==> src/rtl/brake_pressure_supervisor_unit_assert.svh <==
// assertion macros used by the brake pressure supervisor control module
`ifndef BRAKE_PRESSURE_SUPERVISOR_UNIT_ASSERT_SVH
`define BRAKE_PRESSURE_SUPERVISOR_UNIT_ASSERT_SVH

`ifndef SYNTHESIS
`define BPS_ASSERT_SAME(label, ante, cons) \
    label: assert property (@(posedge i_clk) disable iff (!i_rst_n) (ante) |-> (cons)) \
        else $error("assertion failed");
`define BPS_ASSERT_NEXT(label, ante, cons) \
    label: assert property (@(posedge i_clk) disable iff (!i_rst_n) (ante) |=> (cons)) \
        else $error("assertion failed");
`else
`define BPS_ASSERT_SAME(label, ante, cons)
`define BPS_ASSERT_NEXT(label, ante, cons)
`endif

`endif

==> src/rtl/bps_pkg.sv <==
// types and constants of the brake pressure supervisor
package bps_pkg;

    localparam int FRAC_BITS = 8;

    // pressure levels on the clamped pedal and the pressure path
    localparam logic [14:0] FULL_PRESS = 15'(100 << FRAC_BITS);
    localparam logic [14:0] HALF_PRESS = 15'(50 << FRAC_BITS);
    localparam logic [14:0] ABS_PEDAL  = 15'(80 << FRAC_BITS);

    // speed levels
    localparam logic [15:0] ABS_SPEED   = 16'(100 << FRAC_BITS);
    localparam logic [15:0] EMERG_SPEED = 16'(60 << FRAC_BITS);

    // levels on the raw signed pedal
    localparam logic signed [16:0] RAW_FULL  = 17'(100 << FRAC_BITS);
    localparam logic signed [16:0] RAW_STUCK = 17'(50 << FRAC_BITS);
    localparam logic signed [16:0] RAW_EMERG = 17'(90 << FRAC_BITS);
    localparam logic signed [16:0] RAW_HOLD  = 17'(80 << FRAC_BITS);
    localparam logic signed [16:0] RAW_LOW   = 17'(5 << FRAC_BITS);

    // hard deceleration: diff * 50 > 9 << FRAC_BITS
    localparam logic signed [16:0] DECEL_DIFF = 17'((9 << FRAC_BITS) / 50);

    localparam logic [7:0] STUCK_TRIP = 8'd5;
    localparam logic [7:0] STUCK_MAX  = 8'hFF;
    localparam logic [1:0] RECOVER_N  = 2'd3;

    // rear = floor(p * 7 / 10) as p * RECIP_7_10 >> RECIP_SHIFT
    localparam int               RECIP_SHIFT = 19;
    localparam logic [18:0]      RECIP_7_10  = 19'(7 * 52429);
    localparam int               REAR_PROD_W = 15 + RECIP_SHIFT;

    typedef enum logic [2:0] {
        CFG_ABS_SCALE    = 3'd0,
        CFG_WEAR_LIMIT   = 3'd1,
        CFG_OVERHEAT_LIM = 3'd2,
        CFG_REGEN_GAIN   = 3'd3,
        CFG_HOLD_FRAMES  = 3'd4,
        CFG_HOLD_PRESS   = 3'd5,
        CFG_HOLD_RELEASE = 3'd6
    } t_cfg_idx;

    typedef struct packed {
        logic [8:0]  abs_scale;
        logic [15:0] wear_limit;
        logic [10:0] overheat_limit;
        logic [15:0] regen_gain;
        logic [15:0] hold_frames;
        logic [14:0] hold_pressure;
        logic [15:0] hold_release_speed;
    } t_cfg;

    typedef struct packed {
        logic load_in;
        logic step_mul;
        logic step_mix;
        logic step_rear;
        logic load_out;
    } t_cmd;

endpackage

==> src/rtl/bps_ifs.sv <==
// handshake channels of the brake pressure supervisor
interface bps_in_if;
    logic               valid;
    logic               ready;
    logic signed [15:0] pedal_level;
    logic [15:0]        road_speed;
    logic signed [10:0] brake_temperature;
    logic [15:0]        wear_voltage;
    logic signed [15:0] drive_torque;

    modport source (output valid, output pedal_level, output road_speed,
                    output brake_temperature, output wear_voltage,
                    output drive_torque, input ready);
    modport sink (input valid, input pedal_level, input road_speed,
                  input brake_temperature, input wear_voltage,
                  input drive_torque, output ready);
endinterface

interface bps_out_if;
    logic        valid;
    logic        ready;
    logic [14:0] total_pressure;
    logic [14:0] front_pressure;
    logic [14:0] rear_pressure;
    logic        abs_on;
    logic [7:0]  status_bits;

    modport source (output valid, output total_pressure, output front_pressure,
                    output rear_pressure, output abs_on, output status_bits,
                    input ready);
    modport sink (input valid, input total_pressure, input front_pressure,
                  input rear_pressure, input abs_on, input status_bits,
                  output ready);
endinterface

interface bps_cfg_if;
    logic        valid;
    logic        ready;
    logic [2:0]  index;
    logic [15:0] data;

    modport source (output valid, output index, output data, input ready);
    modport sink (input valid, input index, input data, output ready);
endinterface

==> src/rtl/brake_pressure_supervisor_unit.sv <==
// top level of the brake pressure supervisor
// Takes one 10 ms brake frame per item and returns one pressure command item.
// An item passes from acceptance to its result register through these steps: capture,
// the ABS and regen multipliers, the pressure and latch logic, the rear split
// reciprocal multiply, and the result load. The next item is accepted in the
// cycle after the load, so no new item is taken before the last one is loaded;
// a result that waits for o_out.ready holds the following item at its load
// step. Configuration writes are taken in every cycle and should only be
// made while no item is in progress.
module brake_pressure_supervisor_unit import bps_pkg::*; (
    input  logic     i_clk,
    input  logic     i_rst_n,
    bps_in_if.sink   i_in,
    bps_out_if.source o_out,
    bps_cfg_if.sink  i_cfg
);

    t_cfg cfg;
    t_cmd cmd;

    bps_cfg_regs u_cfg (
        .i_clk      (i_clk),
        .i_rst_n    (i_rst_n),
        .i_wr_valid (i_cfg.valid),
        .i_wr_index (i_cfg.index),
        .i_wr_data  (i_cfg.data),
        .o_wr_ready (i_cfg.ready),
        .o_cfg      (cfg)
    );

    bps_ctrl u_ctrl (
        .i_clk       (i_clk),
        .i_rst_n     (i_rst_n),
        .i_in_valid  (i_in.valid),
        .i_out_ready (o_out.ready),
        .o_in_ready  (i_in.ready),
        .o_out_valid (o_out.valid),
        .o_cmd       (cmd)
    );

    bps_datapath u_dp (
        .i_clk               (i_clk),
        .i_rst_n             (i_rst_n),
        .i_cmd               (cmd),
        .i_cfg               (cfg),
        .i_pedal_level       (i_in.pedal_level),
        .i_road_speed        (i_in.road_speed),
        .i_brake_temperature (i_in.brake_temperature),
        .i_wear_voltage      (i_in.wear_voltage),
        .i_drive_torque      (i_in.drive_torque),
        .o_total_pressure    (o_out.total_pressure),
        .o_front_pressure    (o_out.front_pressure),
        .o_rear_pressure     (o_out.rear_pressure),
        .o_abs_on            (o_out.abs_on),
        .o_status_bits       (o_out.status_bits)
    );

endmodule

==> src/rtl/bps_cfg_regs.sv <==
// configuration register bank
module bps_cfg_regs import bps_pkg::*; (
    input  logic        i_clk,
    input  logic        i_rst_n,
    input  logic        i_wr_valid,
    input  logic [2:0]  i_wr_index,
    input  logic [15:0] i_wr_data,
    output logic        o_wr_ready,
    output t_cfg        o_cfg
);

    t_cfg r_cfg;

    assign o_wr_ready = 1'b1;
    assign o_cfg      = r_cfg;

    always_ff @(posedge i_clk) begin
        if (!i_rst_n) begin
            r_cfg.abs_scale          <= 9'd128;
            r_cfg.wear_limit         <= 16'd2500;
            r_cfg.overheat_limit     <= 11'd600;
            r_cfg.regen_gain         <= 16'd256;
            r_cfg.hold_frames        <= 16'd200;
            r_cfg.hold_pressure      <= 15'd7680;
            r_cfg.hold_release_speed <= 16'd768;
        end else if (i_wr_valid) begin
            case (t_cfg_idx'(i_wr_index))
                CFG_ABS_SCALE:    r_cfg.abs_scale          <= i_wr_data[8:0];
                CFG_WEAR_LIMIT:   r_cfg.wear_limit         <= i_wr_data;
                CFG_OVERHEAT_LIM: r_cfg.overheat_limit     <= i_wr_data[10:0];
                CFG_REGEN_GAIN:   r_cfg.regen_gain         <= i_wr_data;
                CFG_HOLD_FRAMES:  r_cfg.hold_frames        <= i_wr_data;
                CFG_HOLD_PRESS:   r_cfg.hold_pressure      <= i_wr_data[14:0];
                CFG_HOLD_RELEASE: r_cfg.hold_release_speed <= i_wr_data;
                default: begin
                end
            endcase
        end
    end

endmodule

==> src/rtl/bps_ctrl.sv <==
// frame sequencer and output handshake
module bps_ctrl import bps_pkg::*; (
    input  logic i_clk,
    input  logic i_rst_n,
    input  logic i_in_valid,
    input  logic i_out_ready,
    output logic o_in_ready,
    output logic o_out_valid,
    output t_cmd o_cmd
);

`include "brake_pressure_supervisor_unit_assert.svh"

    typedef enum logic [2:0] {
        S_IDLE,
        S_MUL,
        S_MIX,
        S_REAR,
        S_OUT
    } t_state;

    t_state r_state;
    t_state n_state;
    logic   r_out_valid;
    logic   n_out_valid;
    logic   out_free;

    assign out_free    = !r_out_valid || i_out_ready;
    assign o_in_ready  = (r_state == S_IDLE);
    assign o_out_valid = r_out_valid;

    always_comb begin
        o_cmd.load_in   = (r_state == S_IDLE) && i_in_valid;
        o_cmd.step_mul  = (r_state == S_MUL);
        o_cmd.step_mix  = (r_state == S_MIX);
        o_cmd.step_rear = (r_state == S_REAR);
        o_cmd.load_out  = (r_state == S_OUT) && out_free;
    end

    always_comb begin
        n_state     = r_state;
        n_out_valid = r_out_valid && !i_out_ready;
        case (r_state)
            S_IDLE: if (i_in_valid) n_state = S_MUL;
            S_MUL:  n_state = S_MIX;
            S_MIX:  n_state = S_REAR;
            S_REAR: n_state = S_OUT;
            S_OUT: begin
                if (out_free) begin
                    n_state     = S_IDLE;
                    n_out_valid = 1'b1;
                end
            end
            default: n_state = S_IDLE;
        endcase
    end

    always_ff @(posedge i_clk) begin
        if (!i_rst_n) begin
            r_state     <= S_IDLE;
            r_out_valid <= 1'b0;
        end else begin
            r_state     <= n_state;
            r_out_valid <= n_out_valid;
        end
    end

    `BPS_ASSERT_NEXT(a_accept_starts, o_cmd.load_in, r_state == S_MUL)
    `BPS_ASSERT_NEXT(a_load_sets_valid, o_cmd.load_out, r_out_valid)
    `BPS_ASSERT_SAME(a_no_overwrite, r_out_valid && !i_out_ready, !o_cmd.load_out)

endmodule

==> src/rtl/bps_datapath.sv <==
// frame arithmetic, supervisor state and result register
module bps_datapath import bps_pkg::*; (
    input  logic               i_clk,
    input  logic               i_rst_n,
    input  t_cmd               i_cmd,
    input  t_cfg               i_cfg,
    input  logic signed [15:0] i_pedal_level,
    input  logic [15:0]        i_road_speed,
    input  logic signed [10:0] i_brake_temperature,
    input  logic [15:0]        i_wear_voltage,
    input  logic signed [15:0] i_drive_torque,
    output logic [14:0]        o_total_pressure,
    output logic [14:0]        o_front_pressure,
    output logic [14:0]        o_rear_pressure,
    output logic               o_abs_on,
    output logic [7:0]         o_status_bits
);

    // captured item
    logic signed [15:0] r_pedal;
    logic [15:0]        r_speed;
    logic signed [10:0] r_temp;
    logic [15:0]        r_wear;
    logic signed [15:0] r_torque;

    // multiply stage
    logic [14:0] r_pedal_c;
    logic [23:0] r_abs_prod;
    logic [30:0] r_regen_prod;
    logic        r_regen_on;
    logic        r_abs_act;

    // mix stage
    logic [14:0] r_press;
    logic [7:0]  r_status;
    logic        r_hard;

    // rear stage
    logic [REAR_PROD_W-1:0] r_rear_prod;

    // supervisor state
    logic        r_oh_lat;
    logic [1:0]  r_oh_rec;
    logic [7:0]  r_stuck_cnt;
    logic        r_stuck_lat;
    logic [1:0]  r_stuck_rec;
    logic [15:0] r_prev_speed;
    logic [15:0] r_hold_timer;
    logic [2:0]  r_heartbeat;

    // result
    logic [14:0] r_total;
    logic [14:0] r_rear;
    logic        r_abs_on;
    logic [7:0]  r_status_out;

    logic [14:0] pedal_c;
    logic [15:0] p_abs;
    logic [14:0] p0;
    logic [14:0] p1;
    logic [14:0] p2;
    logic [14:0] p3;
    logic [14:0] n_press;
    logic [14:0] hold_p;
    logic        wear_flag;
    logic        n_oh_lat;
    logic [1:0]  n_oh_rec;
    logic [1:0]  oh_rec_inc;
    logic        stuck_cond;
    logic [7:0]  stuck_inc;
    logic [7:0]  n_stuck_cnt;
    logic        n_stuck_lat;
    logic [1:0]  n_stuck_rec;
    logic [1:0]  stuck_rec_inc;
    logic [15:0] hold_t0;
    logic [15:0] n_hold_timer;
    logic signed [16:0] speed_diff;

    always_comb begin
        if (r_pedal[15]) begin
            pedal_c = '0;
        end else if (r_pedal > RAW_FULL) begin
            pedal_c = FULL_PRESS;
        end else begin
            pedal_c = r_pedal[14:0];
        end
    end

    always_ff @(posedge i_clk) begin
        if (i_cmd.load_in) begin
            r_pedal  <= i_pedal_level;
            r_speed  <= i_road_speed;
            r_temp   <= i_brake_temperature;
            r_wear   <= i_wear_voltage;
            r_torque <= i_drive_torque;
        end
        if (i_cmd.step_mul) begin
            r_pedal_c    <= pedal_c;
            r_abs_prod   <= 24'(pedal_c) * 24'(i_cfg.abs_scale);
            r_regen_prod <= 31'(r_torque[14:0]) * 31'(i_cfg.regen_gain);
            r_regen_on   <= !r_torque[15] && (r_torque != '0);
            r_abs_act    <= (r_speed > ABS_SPEED) && (pedal_c > ABS_PEDAL);
        end
    end

    // pressure path
    always_comb begin
        p_abs = r_abs_prod[23:8];
        if (r_abs_act) begin
            p0 = (p_abs > {1'b0, FULL_PRESS}) ? FULL_PRESS : p_abs[14:0];
        end else begin
            p0 = r_pedal_c;
        end

        if (r_regen_on) begin
            p1 = ({17'd0, p0} > {1'b0, r_regen_prod}) ? (p0 - r_regen_prod[14:0]) : '0;
        end else begin
            p1 = p0;
        end

        if ((r_pedal > RAW_EMERG) && (r_speed > EMERG_SPEED)) begin
            p2 = FULL_PRESS;
        end else begin
            p2 = p1;
        end

        p3 = (n_oh_lat && (p2 > HALF_PRESS)) ? HALF_PRESS : p2;

        hold_p = (i_cfg.hold_pressure > FULL_PRESS) ? FULL_PRESS : i_cfg.hold_pressure;
        hold_t0 = ((r_speed == '0) && (r_pedal > RAW_HOLD)) ? i_cfg.hold_frames : r_hold_timer;
        n_press      = p3;
        n_hold_timer = hold_t0;
        if (hold_t0 != '0) begin
            if (r_pedal < RAW_LOW) begin
                n_press      = hold_p;
                n_hold_timer = hold_t0 - 16'd1;
            end
            if (r_speed > i_cfg.hold_release_speed) begin
                n_hold_timer = '0;
            end
        end
    end

    // overheat and plausibility latches
    always_comb begin
        wear_flag  = r_wear > i_cfg.wear_limit;
        oh_rec_inc = r_oh_rec + 2'd1;
        n_oh_lat   = r_oh_lat;
        n_oh_rec   = r_oh_rec;
        if (r_temp > $signed(i_cfg.overheat_limit)) begin
            n_oh_lat = 1'b1;
            n_oh_rec = '0;
        end else if (r_oh_lat) begin
            n_oh_rec = oh_rec_inc;
            if (oh_rec_inc >= RECOVER_N) begin
                n_oh_lat = 1'b0;
                n_oh_rec = '0;
            end
        end

        stuck_cond    = (r_speed >= r_prev_speed) && (r_pedal > RAW_STUCK);
        stuck_inc     = (r_stuck_cnt != STUCK_MAX) ? (r_stuck_cnt + 8'd1) : r_stuck_cnt;
        stuck_rec_inc = r_stuck_rec + 2'd1;
        n_stuck_cnt   = r_stuck_cnt;
        n_stuck_lat   = r_stuck_lat;
        n_stuck_rec   = r_stuck_rec;
        if (stuck_cond) begin
            n_stuck_cnt = stuck_inc;
            if (stuck_inc >= STUCK_TRIP) begin
                n_stuck_lat = 1'b1;
                n_stuck_rec = '0;
            end
        end else begin
            n_stuck_cnt = '0;
            if (r_stuck_lat) begin
                n_stuck_rec = stuck_rec_inc;
                if (stuck_rec_inc >= RECOVER_N) begin
                    n_stuck_lat = 1'b0;
                    n_stuck_rec = '0;
                end
            end
        end

        speed_diff = $signed({1'b0, r_prev_speed}) - $signed({1'b0, r_speed});
    end

    always_ff @(posedge i_clk) begin
        if (!i_rst_n) begin
            r_oh_lat     <= 1'b0;
            r_oh_rec     <= '0;
            r_stuck_cnt  <= '0;
            r_stuck_lat  <= 1'b0;
            r_stuck_rec  <= '0;
            r_prev_speed <= '0;
            r_hold_timer <= '0;
            r_heartbeat  <= '0;
        end else if (i_cmd.step_mix) begin
            r_oh_lat     <= n_oh_lat;
            r_oh_rec     <= n_oh_rec;
            r_stuck_cnt  <= n_stuck_cnt;
            r_stuck_lat  <= n_stuck_lat;
            r_stuck_rec  <= n_stuck_rec;
            r_prev_speed <= r_speed;
            r_hold_timer <= n_hold_timer;
            r_heartbeat  <= r_heartbeat + 3'd1;
        end
    end

    always_ff @(posedge i_clk) begin
        if (i_cmd.step_mix) begin
            r_press  <= n_press;
            r_status <= {r_heartbeat, n_stuck_lat, wear_flag, 1'b0, n_oh_lat, r_abs_act};
            r_hard   <= speed_diff > DECEL_DIFF;
        end
        if (i_cmd.step_rear) begin
            r_rear_prod <= REAR_PROD_W'(r_press) * REAR_PROD_W'(RECIP_7_10);
        end
        if (i_cmd.load_out) begin
            r_total      <= r_press;
            r_rear       <= r_hard ? r_rear_prod[RECIP_SHIFT +: 15] : r_press;
            r_abs_on     <= r_abs_act;
            r_status_out <= r_status;
        end
    end

    assign o_total_pressure = r_total;
    assign o_front_pressure = r_total;
    assign o_rear_pressure  = r_rear;
    assign o_abs_on         = r_abs_on;
    assign o_status_bits    = r_status_out;

endmodule
==> src/flat_wrapper.sv <==
// flat-port wrapper written by rule: the top's interface ports become plain ports
module brake_pressure_supervisor_unit_flat import bps_pkg::*;
  (i_clk, i_rst_n, i_in_valid, i_in_pedal_level, i_in_road_speed, i_in_brake_temperature, i_in_wear_voltage, i_in_drive_torque, i_in_ready, o_out_valid, o_out_total_pressure, o_out_front_pressure, o_out_rear_pressure, o_out_abs_on, o_out_status_bits, o_out_ready, i_cfg_valid, i_cfg_index, i_cfg_data, i_cfg_ready);
  bps_in_if i_in_i ();
  bps_out_if o_out_i ();
  bps_cfg_if i_cfg_i ();
  input  logic i_clk;
  input  logic i_rst_n;
  input wire logic [$bits(i_in_i.valid)-1:0] i_in_valid;
  input wire logic [$bits(i_in_i.pedal_level)-1:0] i_in_pedal_level;
  input wire logic [$bits(i_in_i.road_speed)-1:0] i_in_road_speed;
  input wire logic [$bits(i_in_i.brake_temperature)-1:0] i_in_brake_temperature;
  input wire logic [$bits(i_in_i.wear_voltage)-1:0] i_in_wear_voltage;
  input wire logic [$bits(i_in_i.drive_torque)-1:0] i_in_drive_torque;
  output wire logic [$bits(i_in_i.ready)-1:0] i_in_ready;
  output wire logic [$bits(o_out_i.valid)-1:0] o_out_valid;
  output wire logic [$bits(o_out_i.total_pressure)-1:0] o_out_total_pressure;
  output wire logic [$bits(o_out_i.front_pressure)-1:0] o_out_front_pressure;
  output wire logic [$bits(o_out_i.rear_pressure)-1:0] o_out_rear_pressure;
  output wire logic [$bits(o_out_i.abs_on)-1:0] o_out_abs_on;
  output wire logic [$bits(o_out_i.status_bits)-1:0] o_out_status_bits;
  input wire logic [$bits(o_out_i.ready)-1:0] o_out_ready;
  input wire logic [$bits(i_cfg_i.valid)-1:0] i_cfg_valid;
  input wire logic [$bits(i_cfg_i.index)-1:0] i_cfg_index;
  input wire logic [$bits(i_cfg_i.data)-1:0] i_cfg_data;
  output wire logic [$bits(i_cfg_i.ready)-1:0] i_cfg_ready;
  assign i_in_i.valid = i_in_valid;
  assign i_in_i.pedal_level = i_in_pedal_level;
  assign i_in_i.road_speed = i_in_road_speed;
  assign i_in_i.brake_temperature = i_in_brake_temperature;
  assign i_in_i.wear_voltage = i_in_wear_voltage;
  assign i_in_i.drive_torque = i_in_drive_torque;
  assign i_in_ready = i_in_i.ready;
  assign o_out_valid = o_out_i.valid;
  assign o_out_total_pressure = o_out_i.total_pressure;
  assign o_out_front_pressure = o_out_i.front_pressure;
  assign o_out_rear_pressure = o_out_i.rear_pressure;
  assign o_out_abs_on = o_out_i.abs_on;
  assign o_out_status_bits = o_out_i.status_bits;
  assign o_out_i.ready = o_out_ready;
  assign i_cfg_i.valid = i_cfg_valid;
  assign i_cfg_i.index = i_cfg_index;
  assign i_cfg_i.data = i_cfg_data;
  assign i_cfg_ready = i_cfg_i.ready;
  brake_pressure_supervisor_unit u_core (.i_clk(i_clk), .i_rst_n(i_rst_n), .i_in(i_in_i), .o_out(o_out_i), .i_cfg(i_cfg_i));
endmodule
==> config.mk <==
export PLATFORM = sky130hd
export DESIGN_NAME = brake_pressure_supervisor_unit_flat
export DESIGN_NICKNAME = d
export VERILOG_FILES = /design/src/rtl/bps_pkg.sv /design/src/rtl/bps_ifs.sv /design/src/rtl/brake_pressure_supervisor_unit.sv /design/src/rtl/bps_cfg_regs.sv /design/src/rtl/bps_ctrl.sv /design/src/rtl/bps_datapath.sv /design/src/flat_wrapper.sv
export VERILOG_INCLUDE_DIRS = /design/src /design/src/rtl
export SDC_FILE = /design/constraint.sdc
export NUM_CORES = 2
export LEC_CHECK = 0
export BUFFER_PORTS_ARGS = -buffer_cell sky130_fd_sc_hd__buf_4
export CORE_MARGIN = 2
export CORE_UTILIZATION = 39
export DETAILED_ROUTE_END_ITERATION = 10
export HOLD_SLACK_MARGIN = 0.1
export PLACE_DENSITY = 0.61
export SETUP_SLACK_MARGIN = 0.3
export SYNTH_ARGS = -nofsm -noshare
export SYNTH_HDL_FRONTEND = slang
export SYNTH_SLANG_ARGS = --single-unit
export TNS_END_PERCENT = 5
==> constraint.sdc <==
create_clock -name i_clk -period 8.2 [get_ports i_clk]
set_input_delay 1.64 -clock i_clk [delete_from_list [all_inputs] [get_ports i_clk]]
set_output_delay 1.64 -clock i_clk [all_outputs]
set_load 0.02 [all_outputs]
==> impl_metrics.toml <==
[synthesis]
yosys.area.top_type_share_pct = 21.6
synth_enable_flop_cells = 215
synth_flop_cell = "edfxtp_1"
share_of_synthesized_flip_flops_with_an_asynchronous_set_or_reset_pct = 0
synth_area_leaders = "fa_1 (22%), edfxtp_1 (19%), ha_1 (13%)"
postSynthNetCount = 4241
yosys.cell_types.count = 81
ys.warnings.count = 0
netlist_area_sq_um = 33200
synth_seq_area_share_pct = 28.6
ys_ff_latch = 367
post-synth-top-area-cell = "fa_1"
syn_area_per_cell_sq_um = 9.62
netlist_instances = 3448

[routing]
drtIter0Drc = 1549
vias_per_cell = 5.06
wl_per_cell_um = 17.6
drc = 0
postRouteWirelength_um = 82700
via_count = 23814
drt_first_pass_iters = 7
drt.antenna.violating_nets = 0

[sta]
timing.fmax_ghz = 0.140
final.period_utilization_pct = 87.4
drv_slew = 0
finalHoldViolations = 0
clock_skew_ns = 0.0167
finalHoldWorstSlack_ns = 0.417
timing.final.crit_period_ns = 7.16
setup_tns_ns = 0
setup_viol = 0
slew-limit-headroom_pct = 23.0
worst_pin_slew_ns = 1.14
grt_setup_unrepaired = "false"

[setup_path]
worstSetupEndpointType = "register"
required_time_of_the_worst_setup_path_ns = 8.52
regToRegEndpoint = "u_core.u_dp.r_regen_prod[29]$_DFFE_PP_"
r2r_cells = 21
timing.critical_path.arrival_ns = 7.49
path_buf_inv = 3
cp_cell_sequence = "nand2_1, fa_1, inv_1, fa_1, fa_1, fa_1, inv_1, fa_1, fa_1, inv_1, ha_1, and3_1, and3_1, a211oi_1, o21ai_0, a221o_1, a31oi_1, o211ai_1, a21o_1, a21oi_1, xnor2_1"
critical_path.top_delay_family = "adder cells"
startpoint_type = "register"
slowest_stage = "edfxtp_1"
reg2reg_slack_ns = 1.04
worst-path-max-fanout = 17
worst-setup-path-type = "register to register"
cpMostUsedCell = "fa_1"
cpPeakStageDelay_ns = 0.78
worstReg2RegStart = "u_core.u_dp.r_torque[5]$_DFFE_PP_"
startpoint = "u_core.u_dp.r_torque[5]$_DFFE_PP_"

[power_and_ir_drop]
standby_leakage_power_nw = 17.2
power_switching_mw = 3.17
power.combinational.fraction_pct = 46.2
pwr-share-clk_pct = 25.7
sequentialPowerShare_pct = 28.1
power_switching_share_pct = 37.6
internal_power_mw = 5.25
peakVddDrop_mv = 0.344
power.density_cell_area_nw_per_um2 = 228

[global_routing]
grt_start_max_net_pins = 86
grt_first_pass_wirelength_um = 133000
first_global_vias = 23988
track_usage_pct = 19.4
overflow = 0
antenna_found_initial = 0

[floorplanning]
initial_core_util_pct = 39.5
core_region_area_sq_um = 84000
dieArea_sq_um = 87400
ios = 156
total_number_of_placement_rows = 106
die_h_um = 296
fp.dieW_um = 296

[outcome]
run_status = "finished, final reports clean"

[min_path]
hold_path_depth = 0
holdCritPathClass = "register to register"
min-delay-start = "u_core.u_dp.r_status[7]$_DFFE_PP_"
hold-path-endpoint = "u_core.u_dp.o_status_bits[7]$_DFFE_PP_"

[cts]
cts_tree = "built"
clock_insertion_delay_worst_skew_ns = 0.59
worst_setup_hold_path_clk_slew_ns = 0.06
cts.repair_timing.setup_buffer_count = 0
number_of_sinks_driven_by_the_clock_tree = 367
cts_resized = 0
clockBufferDepth = 3
holdBufCountCts = 0
numCtsBuffers = 45
clk_root_buffer_cell = "clkbuf_16"
htree_levels = 2

[final_layout]
final_cell_count_no_fill = 4707
drive_above_1_share_pct = 8.31
final_common_cell = "inv_1"
antenna_cells = 0
post-route-util_pct = 44.1
fin_nets = 4329
area_delta_synth_final_pct = 11.5
final_cell_mix = "inv_1 (545), nand2_1 (500), fa_1 (358), ha_1 (336), edfxtp_1 (215)"

[placed_design]
gpl.final_weighted_congestion = 0.884
placed_cells = 4623
hpwlAfterDp_um = 64500
place.port_buffers = 153

[flow_run]
drv.max_cap_violation_count = 0
## cells by family after synthesis
kind of cell    count (synthesis)  synth area share, %
simple gates                 1067                 15.5
other cells                     2               0.0226
mux                            16                0.524
buf+inv                       690                 8.03
fa+ha+maj                     694                 34.3
flops                         367                 28.6
xor+xnor                       84                 2.22
compound gates                528                 10.8
## cell type report
type | count | area [sq um]
sequential | 367 | 9500
tap | 1134 | 1420
multi-input combinational | 2391 | 21000
clock buffer | 60 | 1290
inverter | 547 | 2050
clock inverter | 24 | 318
timing repair buffer | 184 | 1380
fill | 8131 | 47000
## power by group through the flow
stage / registers, mW / clock network [mW] / logic (mW)
6_report: 2.37 / 2.17 / 3.89
5_1_grt: 2.38 / 2.29 / 4.44
4_1_cts: 2.37 / 2.22 / 3.92
3_5_place_dp: 2.40 / 0 / 3.90
3_3_place_gp: 2.40 / 0 / 3.83
2_1_floorplan: 2.33 / 0 / 2.99
## layer usage
metal | GRT usage (%) | wire length, um | up-vias
li1 | - | - | 11533
met1 | 26.2 | 37100 | 11652
met2 | 32.4 | 39800 | 493
met3 | 2.04 | 3130 | 136
met4 | 6.41 | 2710 | 0
met5 | 0 | 0 | -
## worst max-delay path by stage
stage,endpoint,cells past startpoint
floorplan,u_core.u_dp.r_regen_prod[29]$_DFFE_PP_,23
global placement,u_core.u_dp.r_regen_prod[27]$_DFFE_PP_,21
detailed placement,u_core.u_dp.r_regen_prod[29]$_DFFE_PP_,21
CTS,u_core.u_dp.r_regen_prod[29]$_DFFE_PP_,21
global route,u_core.u_dp.r_regen_prod[27]$_DFFE_PP_,21
finish,u_core.u_dp.r_regen_prod[29]$_DFFE_PP_,21
## flip-flops by register name, summed over array words and instances, names as in the netlist, 3 cells and up
register and flops:
u_core.u_cfg.o_cfg 99, u_core.u_dp.r_regen_prod 31, u_core.u_dp.r_abs_prod 16, u_core.u_dp.r_hold_timer 16, u_core.u_dp.r_pedal 16, u_core.u_dp.r_prev_speed 16, u_core.u_dp.r_speed 16, u_core.u_dp.r_torque 16
u_core.u_dp.r_wear 16, u_core.u_dp.o_front_pressure 15, u_core.u_dp.o_rear_pressure 15, u_core.u_dp.r_pedal_c 15, u_core.u_dp.r_press 15, u_core.u_dp.r_rear_prod 15, u_core.u_dp.r_temp 11, u_core.u_dp.r_stuck_cnt 8
u_core.u_dp.o_status_bits 7, u_core.u_dp.r_status 7, u_core.u_ctrl.r_state 3, u_core.u_dp.r_heartbeat 3
## through the flow
| step | cell area [sq um] | worst slack (ns) | power, mW |
|---|---|---|---|
| after detailed placement | 35400 | 1.04 | 6.30 |
| after CTS | 37000 | 1.01 | 8.51 |
| final | 37000 | 1.04 | 8.42 |
| after floorplan | 33200 | 1.60 | 5.32 |
| after global placement | 35400 | 1.16 | 6.24 |
| after global routing | 37000 | 0.603 | 9.12 |
## synthesized netlist by cell type (6+ instances only)
cell type    n
a211oi_1    15
a21boi_0   104
a21o_1      55
a21oi_1     99
a31oi_1     25
a32o_1       8
and2_1     157
and3_1      67
buf_2        6
buf_4       18
clkbuf_1   115
dfxtp_1    152
edfxtp_1   215
fa_1       358
ha_1       336
inv_1      546
mux2_2       7
mux2i_1      8
nand2_1    500
nand2b_1    19
nand3_1     41
nand4_1     20
nor2_1     103
nor2b_1     34
nor3_1      55
nor3b_1      7
nor4_1      21
nor4b_1      6
o2111ai_1    6
o211ai_1    24
o21a_1      21
o21ai_0     88
o21bai_1     7
o22ai_1     10
o31ai_1      7
or2_2        6
or3_1        8
xnor2_1     55
xor2_1      29
(Power assumes the default switching activity.)
